## src/bba_pkg.sv

```systemverilog
`default_nettype none
package bba_pkg;
  typedef enum logic [1:0] {
    ST_UNUSED = 2'd0,
    ST_FREE   = 2'd1,
    ST_SPLIT  = 2'd2,
    ST_ALLOC  = 2'd3
  } node_st_t;

  typedef enum logic [1:0] {
    STS_OK        = 2'd0,
    STS_NO_FREE   = 2'd1,
    STS_TOO_LARGE = 2'd2,
    STS_BAD_FREE  = 2'd3
  } status_t;

  localparam logic OP_ALLOC = 1'b0;
  localparam logic OP_FREE  = 1'b1;
endpackage
`default_nettype wire

```

## src/bba_ram.sv

```systemverilog
`default_nettype none
module bba_ram #(
  parameter int WIDTH = 2,
  parameter int DEPTH = 512
) (
  input  wire logic                     clk,
  input  wire logic                     we,
  input  wire logic [$clog2(DEPTH)-1:0] waddr,
  input  wire logic [WIDTH-1:0]         wdata,
  input  wire logic [$clog2(DEPTH)-1:0] raddr,
  output logic      [WIDTH-1:0]         rdata
);
  logic [WIDTH-1:0] mem [DEPTH];

  always_ff @(posedge clk) begin
    if (we) begin
      mem[waddr] <= wdata;
    end
    rdata <= mem[raddr];
  end
endmodule
`default_nettype wire

```

## src/buddy_block_allocator.sv

```systemverilog
// channel  | signals                                   | dir
// command  | start, busy, opcode, request_size, block_offset | in (busy is out)
// result   | done, status, grant_offset, grant_size    | out
// a word is taken when start is high and busy is low; busy stays high until done
// done pulses for one cycle with the result; the receiver cannot stall it
// after rst a clearing pass writes every tree node with busy high
// allocate: depth-first scan that reads each node and steps past a used node or climbs a
// level, then splits down to the target level, writing the node and both of its children
// free: descent from the root, then merges with a free buddy upward level by level
`default_nettype none
module buddy_block_allocator #(
  parameter int TOTAL_UNITS = 2048,
  parameter int MIN_BLOCK   = 8
) (
  input  wire logic        clk,
  input  wire logic        rst,
  input  wire logic        start,
  output logic             busy,
  input  wire logic        opcode,
  input  wire logic [11:0] request_size,
  input  wire logic [10:0] block_offset,
  output logic             done,
  output logic [1:0]       status,
  output logic [10:0]      grant_offset,
  output logic [11:0]      grant_size
);
  localparam int LEAVES     = TOTAL_UNITS / MIN_BLOCK;
  localparam int NODE_SLOTS = 2 * LEAVES;
  localparam int AW         = $clog2(NODE_SLOTS);
  localparam int LW         = $clog2($clog2(LEAVES) + 2);
  localparam int LEVELS     = $clog2(LEAVES);
  localparam int SW         = $clog2(TOTAL_UNITS) + 1;

  typedef enum logic [3:0] {
    S_CLEAR, S_IDLE, S_A_RD, S_A_EV, S_A_UP, S_A_SPLIT, S_A_SPLIT2, S_A_SPLIT3,
    S_F_RD, S_F_EV, S_M_RD, S_M_EV, S_M_WR, S_M_WR2, S_DONE
  } state_t;

  state_t           state;
  logic [AW-1:0]    node;
  logic [LW-1:0]    lvl;
  logic [LW-1:0]    tlvl;
  logic [AW:0]      clr;
  logic [SW-1:0]    off;
  logic [1:0]       sts;
  logic [SW-1:0]    res_off;
  logic [SW-1:0]    res_size;

  logic             we;
  logic [AW-1:0]    waddr;
  logic [1:0]       wdata;
  logic [AW-1:0]    raddr;
  logic [1:0]       rdata;

  bba_ram #(.WIDTH(2), .DEPTH(NODE_SLOTS)) u_tree (
    .clk(clk), .we(we), .waddr(waddr), .wdata(wdata), .raddr(raddr), .rdata(rdata)
  );

  // size of a node at level l is TOTAL_UNITS >> l
  function automatic logic [SW-1:0] lsize(input logic [LW-1:0] l);
    lsize = SW'(TOTAL_UNITS) >> l;
  endfunction

  // target level: deepest level whose size still covers the request
  logic [LW-1:0] req_lvl;
  always_comb begin
    req_lvl = '0;
    for (int k = 1; k <= LEVELS; k++) begin
      if (({20'd0, request_size} <= 32'(TOTAL_UNITS >> k))) begin
        req_lvl = LW'(k);
      end
    end
  end

  logic [SW-1:0] node_off;
  logic [SW-1:0] node_sz;
  logic          is_last_sibling;
  assign node_sz  = lsize(lvl);
  // offset: index within level times size
  assign node_off = SW'((32'(node) - (32'd1 << lvl)) * 32'(node_sz));
  assign is_last_sibling = node[0];

  assign raddr = node;
  assign busy  = (state != S_IDLE);

  always_comb begin
    we = 1'b0;
    waddr = node;
    wdata = bba_pkg::ST_UNUSED;
    unique case (state)
      S_CLEAR: begin
        we = 1'b1;
        waddr = clr[AW-1:0];
        wdata = (clr == (AW+1)'(1)) ? bba_pkg::ST_FREE : bba_pkg::ST_UNUSED;
      end
      S_A_SPLIT: begin
        we = 1'b1;
        wdata = (lvl == tlvl) ? bba_pkg::ST_ALLOC : bba_pkg::ST_SPLIT;
      end
      S_A_SPLIT2: begin
        we = 1'b1;
        waddr = {node[AW-2:0], 1'b0};
        wdata = bba_pkg::ST_FREE;
      end
      S_A_SPLIT3: begin
        we = 1'b1;
        waddr = {node[AW-2:0], 1'b1};
        wdata = bba_pkg::ST_FREE;
      end
      S_F_EV: begin
        we = (rdata == bba_pkg::ST_ALLOC) && (node_off == off);
        wdata = bba_pkg::ST_FREE;
      end
      S_M_EV: begin
        // node holds the buddy; merge both into the parent when it is free
        we = (rdata == bba_pkg::ST_FREE);
        wdata = bba_pkg::ST_UNUSED;
      end
      S_M_WR: begin
        we = 1'b1;
        waddr = node ^ AW'(1);
        wdata = bba_pkg::ST_UNUSED;
      end
      S_M_WR2: begin
        we = 1'b1;
        waddr = node >> 1;
        wdata = bba_pkg::ST_FREE;
      end
      default: ;
    endcase
  end

  always_ff @(posedge clk) begin
    if (rst) begin
      state <= S_CLEAR;
      clr   <= '0;
      done  <= 1'b0;
    end else begin
      done <= 1'b0;
      unique case (state)
        S_CLEAR: begin
          clr <= clr + 1'b1;
          if (clr == (AW+1)'(NODE_SLOTS - 1)) state <= S_IDLE;
        end
        S_IDLE: begin
          if (start) begin
            off  <= SW'(block_offset);
            node <= AW'(1);
            lvl  <= '0;
            tlvl <= req_lvl;
            res_off  <= '0;
            res_size <= '0;
            if (opcode == bba_pkg::OP_FREE) begin
              state <= S_F_RD;
            end else if ({20'd0, request_size} > 32'(TOTAL_UNITS)) begin
              sts   <= bba_pkg::STS_TOO_LARGE;
              state <= S_DONE;
            end else begin
              state <= S_A_RD;
            end
          end
        end
        S_A_RD: state <= S_A_EV;
        S_A_EV: begin
          // depth-first in address order, never below target level
          if (rdata == bba_pkg::ST_FREE) begin
            res_off <= node_off;
            state   <= S_A_SPLIT;
          end else if (rdata == bba_pkg::ST_SPLIT && lvl < tlvl) begin
            node  <= {node[AW-2:0], 1'b0};
            lvl   <= lvl + 1'b1;
            state <= S_A_RD;
          end else begin
            state <= S_A_UP;
          end
        end
        S_A_UP: begin
          // advance to next sibling, climbing past right children
          priority if (node == AW'(1)) begin
            sts <= bba_pkg::STS_NO_FREE;
            state <= S_DONE;
          end else if (!is_last_sibling) begin
            node  <= node + 1'b1;
            state <= S_A_RD;
          end else begin
            node  <= node >> 1;
            lvl   <= lvl - 1'b1;
          end
        end
        S_A_SPLIT: begin
          if (lvl == tlvl) begin
            sts      <= bba_pkg::STS_OK;
            res_size <= node_sz;
            state    <= S_DONE;
          end else begin
            state <= S_A_SPLIT2;
          end
        end
        S_A_SPLIT2: state <= S_A_SPLIT3;
        S_A_SPLIT3: begin
          node  <= {node[AW-2:0], 1'b0};
          lvl   <= lvl + 1'b1;
          state <= S_A_SPLIT;
        end
        S_F_RD: state <= S_F_EV;
        S_F_EV: begin
          if (rdata == bba_pkg::ST_ALLOC && node_off == off) begin
            res_off  <= off;
            res_size <= node_sz;
            sts      <= bba_pkg::STS_OK;
            if (node == AW'(1)) begin
              state <= S_DONE;
            end else begin
              node  <= node ^ AW'(1);
              state <= S_M_RD;
            end
          end else if (rdata == bba_pkg::ST_SPLIT && 32'(lvl) < LEVELS) begin
            lvl  <= lvl + 1'b1;
            node <= ((off - node_off) >= (node_sz >> 1)) ?
                    {node[AW-2:0], 1'b1} : {node[AW-2:0], 1'b0};
            state <= S_F_RD;
          end else begin
            sts   <= bba_pkg::STS_BAD_FREE;
            state <= S_DONE;
          end
        end
        S_M_RD: state <= S_M_EV;
        S_M_EV: begin
          state <= (rdata == bba_pkg::ST_FREE) ? S_M_WR : S_DONE;
        end
        S_M_WR: state <= S_M_WR2;
        S_M_WR2: begin
          if ((node >> 1) == AW'(1)) begin
            state <= S_DONE;
          end else begin
            node  <= (node >> 1) ^ AW'(1);
            state <= S_M_RD;
          end
        end
        S_DONE: begin
          done  <= 1'b1;
          state <= S_IDLE;
        end
        default: state <= S_IDLE;
      endcase
    end
  end

  always_ff @(posedge clk) begin
    if (state == S_DONE) begin
      status       <= sts;
      grant_offset <= (sts == bba_pkg::STS_OK) ? res_off[10:0] : 11'd0;
      grant_size   <= (sts == bba_pkg::STS_OK) ? 12'(res_size) : 12'd0;
    end
  end
endmodule
`default_nettype wire

```

## config.mk

```make
export PLATFORM = sky130hd
export DESIGN_NAME = buddy_block_allocator
export DESIGN_NICKNAME = d
export VERILOG_FILES = /design/src/bba_pkg.sv /design/src/bba_ram.sv /design/src/buddy_block_allocator.sv
export SDC_FILE = /design/constraint.sdc
export NUM_CORES = 2
export LEC_CHECK = 0
export BUFFER_PORTS_ARGS = -buffer_cell sky130_fd_sc_hd__buf_4
export CAP_MARGIN = 20
export CELL_PAD_IN_SITES_DETAIL_PLACEMENT = 1
export CELL_PAD_IN_SITES_GLOBAL_PLACEMENT = 1
export CORE_MARGIN = 2
export CORE_UTILIZATION = 45
export CTS_CLUSTER_SIZE = 24
export DETAILED_ROUTE_END_ITERATION = 12
export GPL_TIMING_DRIVEN = 0
export PLACE_DENSITY_LB_ADDON = 0.25
export SYNTH_ARGS = -nofsm -noshare
export SYNTH_HDL_FRONTEND = slang
export SYNTH_HIERARCHICAL = 1
export SYNTH_SLANG_ARGS = --single-unit
```

## constraint.sdc

```tcl
create_clock -name clk -period 25.7 [get_ports clk]
set_clock_uncertainty 0.1 [all_clocks]
set_input_delay 3.855 -clock clk [delete_from_list [all_inputs] [get_ports clk]]
set_output_delay 3.855 -clock clk [all_outputs]
set_load 0.01 [all_outputs]
```

### Word level (Yosys, flattened, before mapping)

Memory sizes are Yosys's and may differ from the RTL's. A register that Yosys moved wholly into a read port is not among the register bits.
Index checks and enable logic that the tools add are counted.

* add/subtract/negate cells: 6
* multipliers: 1
* $lt $le $gt $ge: 12
* equality and inequality tests: 43
* shift-type cells: 2
* muxes and demuxes: 64
* bitwise logic cells: 3
* reductions and logical operators: 20

Operators by type and width (count)
* 2-to-1 mux 9 bit: 8
* 2-to-1 mux 4 bit: 15
* one-hot mux 4 bit (14 select lines): 1
* one-hot mux 9 bit (6 select lines): 1
* one-hot mux 9 bit (5 select lines): 1
* 2-to-1 mux 12 bit: 3
* one-hot mux 12 bit (3 select lines): 1
* one-hot mux 11 bit (3 select lines): 1
* multiplier 32 x 12 -> 12 bit: 1
* << shifter 1 x 4 -> 32 bit (first input constant): 1
* subtractor 9 x 32 -> 32 bit: 1
* != test 2 bit (second input constant): 15
* == test 4 bit (second input constant): 7
* 2-to-1 mux 3 bit: 9
* AND reduction 9 bit: 3
* 2-to-1 mux 11 bit: 2
* 2-to-1 mux 2 bit: 10
* one-hot mux 4 bit (5 select lines): 1
* == test 4 x 3 -> 1 bit (second input constant): 4
* == test 12 x 11 -> 1 bit: 1
* >= comparator 12 x 11 -> 1 bit: 1
* greater-than comparator 12 bit (second input constant): 1
* less-or-equal comparator 12 x 10 -> 1 bit (second input constant): 1
* less-or-equal comparator 12 x 11 -> 1 bit (second input constant): 1
* 42 further kinds: 61

* register bits: 93
* bits in writable memories: 1024
* bits of input ports: 27
* output and inout port bits: 27
* logic and storage cells: 166
* memories kept: 1

Memories
* u_tree.mem: depth 512, width 2, rd ports 1, clocked after memory_dff 1, wr ports 1, RTL line bba_ram.sv:13 `logic [WIDTH-1:0] mem [DEPTH];`

### Depth between registers and ports, before layout

* depth after elaboration: 9
* gate-level depth with buffers: 35
* gate-level depth less buffers: 33

### Modules after synthesis

Netlist, hierarchy kept.

By module, submodules not included
* bba_ram: instances 1, cells each 2608, area each 42314.3 sq um, sequential area each 30789.5 sq um
* buddy_block_allocator: instances 1, cells each 936, area each 8309.2 sq um, sequential area each 2642.5 sq um

### Worst setup path after synthesis

No wires, ideal clock.

* kind: flip-flop to flip-flop
* start: register state[0]
* end: memory u_tree.mem[0][1] (data pin)
* library setup time: 2.590 ns
* arrival time: 12.663 ns
* required time: 23.010 ns
* path slack: 10.346 ns
* cell stages (with the launch flop): 5
* buffers on the path: 2
* period minus slack after synthesis: 15.354 ns
* cell sequence: dfxtp_1 clkbuf_1 nand2b_1 clkbuf_1 nor2_1

* cells in the longest elaborated chain, start to end: 3
* elaborated cells on any way between the ends: 8
* those cells by class: 5 x eq/ne; 1 x mux; 2 x reduce/logical

RTL lines
* start, declared: RTL line buddy_block_allocator.sv:39 `state_t state;`
* start signal, assigned: RTL line buddy_block_allocator.sv:229 `state <= (rdata == bba_pkg::ST_FREE) ? S_M_WR : S_DONE;`
* == test 4 bit / == test 4 x 3 -> 1 bit (equally long branches): RTL line buddy_block_allocator.sv:90 `unique case (state)`
* OR reduction 4 bit (no source line)
* one-hot mux 2 bit (3 select lines) *: RTL line buddy_block_allocator.sv:90
* named net wdata[1]: RTL line buddy_block_allocator.sv:51 `logic [1:0] wdata;`
* end, declared: RTL line bba_ram.sv:13

Mark *: on every way through the listed nets, which the timed path passes. The rest lies on a longest branch.

### Worst setup path in the final report

* start: register lvl[2]
* end: memory u_tree.mem[96][0] (enable)

* cells in the longest elaborated chain, start to end: 8
* elaborated cells on any way between the ends: 9
* those cells by class: 1 x add/sub; 1 x mul; 1 x eq/ne; 2 x shift; 3 x mux; 1 x reduce/logical

RTL lines
* start, declared: RTL line buddy_block_allocator.sv:41 `logic [LW-1:0] lvl;`
* start signal, assigned: RTL line buddy_block_allocator.sv:171 `lvl <= lvl + 1'b1;`
* start signal, assigned: RTL line buddy_block_allocator.sv:187 `lvl <= lvl - 1'b1;`
* start signal, assigned: RTL line buddy_block_allocator.sv:202 `lvl <= lvl + 1'b1;`
* << shifter 1 x 4 -> 32 bit: RTL line buddy_block_allocator.sv:80 `assign node_off = SW'((32'(node) - (32'd1 << lvl)) * 32'(node_sz));`
* subtractor 9 x 32 -> 32 bit: RTL line buddy_block_allocator.sv:80
* multiplier 32 x 12 -> 12 bit *: RTL line buddy_block_allocator.sv:80
* == test 12 x 11 -> 1 bit *: RTL line buddy_block_allocator.sv:111 `we = (rdata == bba_pkg::ST_ALLOC) && (node_off == off);`
* logical AND 1 bit *: RTL line buddy_block_allocator.sv:111
* one-hot mux 1 bit (3 select lines) *: RTL line buddy_block_allocator.sv:90
* named net we: RTL line buddy_block_allocator.sv:49 `logic we;`
* 2-to-1 mux 1 bit *: RTL line bba_ram.sv:16 `if (we) begin`
* 2-to-1 mux 1 bit (implied by the code) *: RTL line bba_ram.sv:17 `mem[waddr] <= wdata;`

Marked as above.

==> summary.md <==
The run finished with clean final reports. Synthesis inferred 1,119 register bits. The fraction of final layout cells with drive strength greater than 1 was 0.132; the met3 demand-to-capacity share in global routing was 0.0814. Overall power consumption after layout is estimated at 3.73 mW.

The vias after detailed routing was 34,700; the chip width was 339 µm. The fraction of synthesized cell area in xor and xnor cells is 0.00845. The average instance in the mapped netlist occupies 14.3 µm². For the global router's overall resource usage, the log shows 0.319. Wires add up to 186,000 µm.

The routed wirelength normalized by instance count was 34.6 µm; the actual slew at the worst max-slew pin was 1.32 ns. The number of different library cells used by synthesis comes to 81. The met2 track demand over resource is 0.489, and the data required time at the worst endpoint is 25.99 ns.

The run gives 0.452 as the initial cell density of the core. The netlist area before placement was 0.0506 mm². The tools report the number of levels the H-tree was split into as 3. The first routing iteration left 5,153 violations.

STA classifies the critical path endpoint as a flip-flop. The tool flagged a number of max-cap violations equal to 0. The number of setup buffers added after CTS is 0. Clock latency on the worst-skew pair, taken at its later pin, is 0.72 ns. Most crowded layer after global routing: met2. The longest clock path from root to sink contains 3 buffers. The maximum number of pins on one net before global-route repair is 90. The tools report the proportion of synthesized chip area in sequential cells as 0.660.

The logs give 0 for the count of endpoints failing setup in the final report and 0 for the total global routing overflow. In this design, the critical path's most frequently occurring cell is sky130_fd_sc_hd__inv_1. The largest single stage delay on the critical path is 0.73 ns. IR analysis of the VDD net gives a maximum drop of 0.0000661 V.

For this design, the CTS-stage hold fixing added 0 buffers. For the initial antenna violation count, the log shows 6. The number of sinks on the clock net came out at 1,119.

The portion of netlist area occupied by mux cells came out at 0.108. The total CTS buffers came out at 117. The data arrival time of the critical path came out at 11.55 ns. Setup repair after global routing left no endpoint under its margin. In this run the register-to-register setup slack is 14.44 ns. The run gives 0 as the number of instances resized during post-cts repair. The quantity of I/O buffers inserted on ports is 52. Kind of critical path: flip-flop to flip-flop.

The adder and majority gate portion of the synthesized area came out at 0.0342. The headroom to the max-slew limit came out at 0.119. Final period demand of the worst path: 11.26 ns. Dividing total power by cell area gives a power density of 64.9 mW/mm². The die height is 339 µm.

The path class of the tightest hold or removal check is flip-flop to flip-flop. Area of the die: 0.115 mm². The net count of the finished layout is 3,905. The dominant combinational cell family by area after synthesis is multiplexers. On the critical path, the stage with the largest delay is an instance of sky130_fd_sc_hd__nor4_1. The met1 routing resource usage after global routing was 0.422. The run gives 0 as the number of pins exceeding their max-slew limit in the final report. Number of primary I/O pins: 54. The fraction of registers with async set/reset was 0; the synthesis-to-layout area growth was 13.6%. Routability congestion estimate from global placement: 0.971.

Startpoint type of the worst setup path: a flip-flop. The run gives 34,900 as the via count of the first global-routing pass. Final critical-path share of the clock period: 0.438.

The most used flip-flop cell after synthesis was sky130_fd_sc_hd__edfxtp_1. The region available for standard cell placement spans 0.112 mm². The leakage power is 20.0 nW, and the largest fanout on the critical path is 10.

Number of warning messages in the yosys log: 6. The fraction of the mapped netlist area in simple logic gates is 0.0896, and the post-synthesis instance total is 3,544. TritonCTS built the clock tree. After detailed routing, the number of remaining DRC violations is 0.

Synthesis produced a netlist with a net count of 3,684. The final count of hold timing violations came out at 0. In the routed layout, each cell is associated on average with a via count of 6.47.

The share of the synthesized area in compound gates (AO/OA/AOI/OAI) was 0.0657. The root buffer cell chosen for the clock tree is sky130_fd_sc_hd__clkbuf_16. The logs give 123 for the standard-cell row count and 127,000 µm for the detailed placement HPWL. Summed over all failing endpoints, the final setup total negative slack is 0 ns. The peak clock frequency supported by timing was 88.8 MHz. The first TritonRoute pass finished after 9 iterations. The CTS clock-pin slew for the worst setup and hold paths was 0.07 ns. The post-route antenna net violation count is 0. The synthesized design contains 1,102 enable-type register cells. For the first-pass GRT wire length, the log shows 259,000 µm.
## final cells by class
cell class	count	area, µm²
repair buffers	102	1280
inverters	113	424
fillers	11000	54500
clock buffers	145	3080
diodes	4	10.0
flip-flops and latches	1119	33400
multi-input cells	2074	15500
well taps	1500	1880
clock inverters	67	602
plain buffers	238	1290
## worst max-delay path, delay by kind of cell, from the launching register on
kind | cells | cell delay, ns
flops | 1 | 0.56
simple gates | 12 | 4.64
compound gates | 3 | 0.57
fa+ha+maj | 7 | 3.13
buf+inv | 7 | 1.35
xor+xnor | 1 | 0.52
## logic make-up (layout without fill, tap and decap cells)
group                      count (synthesis)  in the layout
muxes                                    385            385
and+or+nand+nor                         1056           1056
adders and majority gates                113            113
DFF                                     1119           1119
other                                      0              4
xor gates and xnor gates                  48             48
AOI/OAI and AO/OA                        472            472
buffers and inverters                    351            665
## routing by layer
metal	part of all wire	up-vias
met4	0.058	4
met5	0.00015	-
li1	-	14000
met3	0.12	550
met1	0.38	17900
met2	0.45	2260
## stage by stage
stage | instances | hold WS [ns] | area (µm²) | worst slack (ns) | util
floorplan | 3544 | 0.327 | 50600 | 10.35 | -
global placement | 5096 | 0.356 | 52900 | -2.92 | 0.472
detailed placement | 5136 | 0.363 | 53700 | 14.61 | 0.479
CTS | 5348 | 0.378 | 57400 | 14.54 | 0.512
global route | 5359 | 0.387 | 57500 | 14.01 | 0.513
finish | 5362 | 0.371 | 57500 | 14.44 | 0.513
## flip-flops by register name (all words and copies together) (netlist names)
register / count
clr: 10
sts: 2
grant_offset: 11
done: 1
off: 11
res_size: 12
node: 9
status: 2
state: 4
lvl: 4
u_tree/mem: 1024
res_off: 11
grant_size: 12
u_tree/rdata: 2
tlvl: 4
## report_power, final
part / switching (mW) / total, mW / leakage [nW] / internal [mW]
clock network: 0.728 / 1.66 / 1.79 / 0.930
logic: 0.0554 / 0.0703 / 8.13 / 0.0148
registers: 0.00126 / 2.00 / 10.1 / 2.00
total: 0.785 / 3.73 / 20.0 / 2.95
## final timing paths
check | depth (start not counted) | from | to
worst min register to register | 0 | sts[1] | status[1]
worst min-delay path | 0 | sts[1] | status[1]
worst max register to register | 30 | lvl[2] | u_tree/mem[96][0]
worst max-delay path | 30 | lvl[2] | u_tree/mem[96][0]
## synthesized netlist by cell type (28+ instances only)
| cell type | number | share of area |
|---|---|---|
| sky130_fd_sc_hd__nand2_1 | 147 | 0.011 |
| sky130_fd_sc_hd__a21oi_1 | 84 | 0.0083 |
| sky130_fd_sc_hd__mux2i_1 | 253 | 0.050 |
| sky130_fd_sc_hd__buf_6 | 28 | 0.0062 |
| sky130_fd_sc_hd__o21ai_0 | 77 | 0.0076 |
| sky130_fd_sc_hd__edfxtp_1 | 1102 | 0.65 |
| sky130_fd_sc_hd__xnor2_1 | 30 | 0.0052 |
| sky130_fd_sc_hd__buf_2 | 33 | 0.0033 |
| sky130_fd_sc_hd__clkbuf_1 | 132 | 0.0098 |
| sky130_fd_sc_hd__o221ai_1 | 111 | 0.019 |
| sky130_fd_sc_hd__fa_1 | 42 | 0.017 |
| sky130_fd_sc_hd__mux4_2 | 128 | 0.057 |
| sky130_fd_sc_hd__and2_1 | 32 | 0.0040 |
| sky130_fd_sc_hd__ha_1 | 71 | 0.018 |
| sky130_fd_sc_hd__o22ai_1 | 45 | 0.0056 |
| sky130_fd_sc_hd__inv_1 | 107 | 0.0079 |
| sky130_fd_sc_hd__nor3_1 | 58 | 0.0057 |
| sky130_fd_sc_hd__nand3_1 | 37 | 0.0037 |
| sky130_fd_sc_hd__nor2_1 | 656 | 0.049 |
## placed cells by master (no fill, tap or decap), types with 14 or more instances in the layout
cell type,instances
sky130_fd_sc_hd__nor2_1,653
sky130_fd_sc_hd__buf_1,19
sky130_fd_sc_hd__nor2b_1,16
sky130_fd_sc_hd__buf_6,32
sky130_fd_sc_hd__clkbuf_1,153
sky130_fd_sc_hd__ha_1,71
sky130_fd_sc_hd__buf_4,72
sky130_fd_sc_hd__edfxtp_1,1102
sky130_fd_sc_hd__o22ai_1,45
sky130_fd_sc_hd__inv_1,107
sky130_fd_sc_hd__clkbuf_16,118
sky130_fd_sc_hd__nand3_1,37
sky130_fd_sc_hd__or3_1,16
sky130_fd_sc_hd__dfxtp_1,17
sky130_fd_sc_hd__nor4_1,19
sky130_fd_sc_hd__buf_8,21
sky130_fd_sc_hd__fa_1,42
sky130_fd_sc_hd__mux2i_1,253
sky130_fd_sc_hd__o21ai_0,77
sky130_fd_sc_hd__xor2_1,17
sky130_fd_sc_hd__clkinv_1,32
sky130_fd_sc_hd__xnor2_1,30
sky130_fd_sc_hd__nand4_1,15
sky130_fd_sc_hd__mux4_2,128
sky130_fd_sc_hd__buf_2,37
sky130_fd_sc_hd__buf_12,14
sky130_fd_sc_hd__o221ai_1,111
sky130_fd_sc_hd__a21oi_1,84
sky130_fd_sc_hd__a211oi_1,19
sky130_fd_sc_hd__nand2b_1,14
sky130_fd_sc_hd__clkinv_2,15
sky130_fd_sc_hd__nor3_1,57
sky130_fd_sc_hd__and2_1,32
sky130_fd_sc_hd__a31oi_1,14
sky130_fd_sc_hd__a22o_1,17
sky130_fd_sc_hd__nand2_1,147
Note: power is estimated with default switching activity, not from simulation.
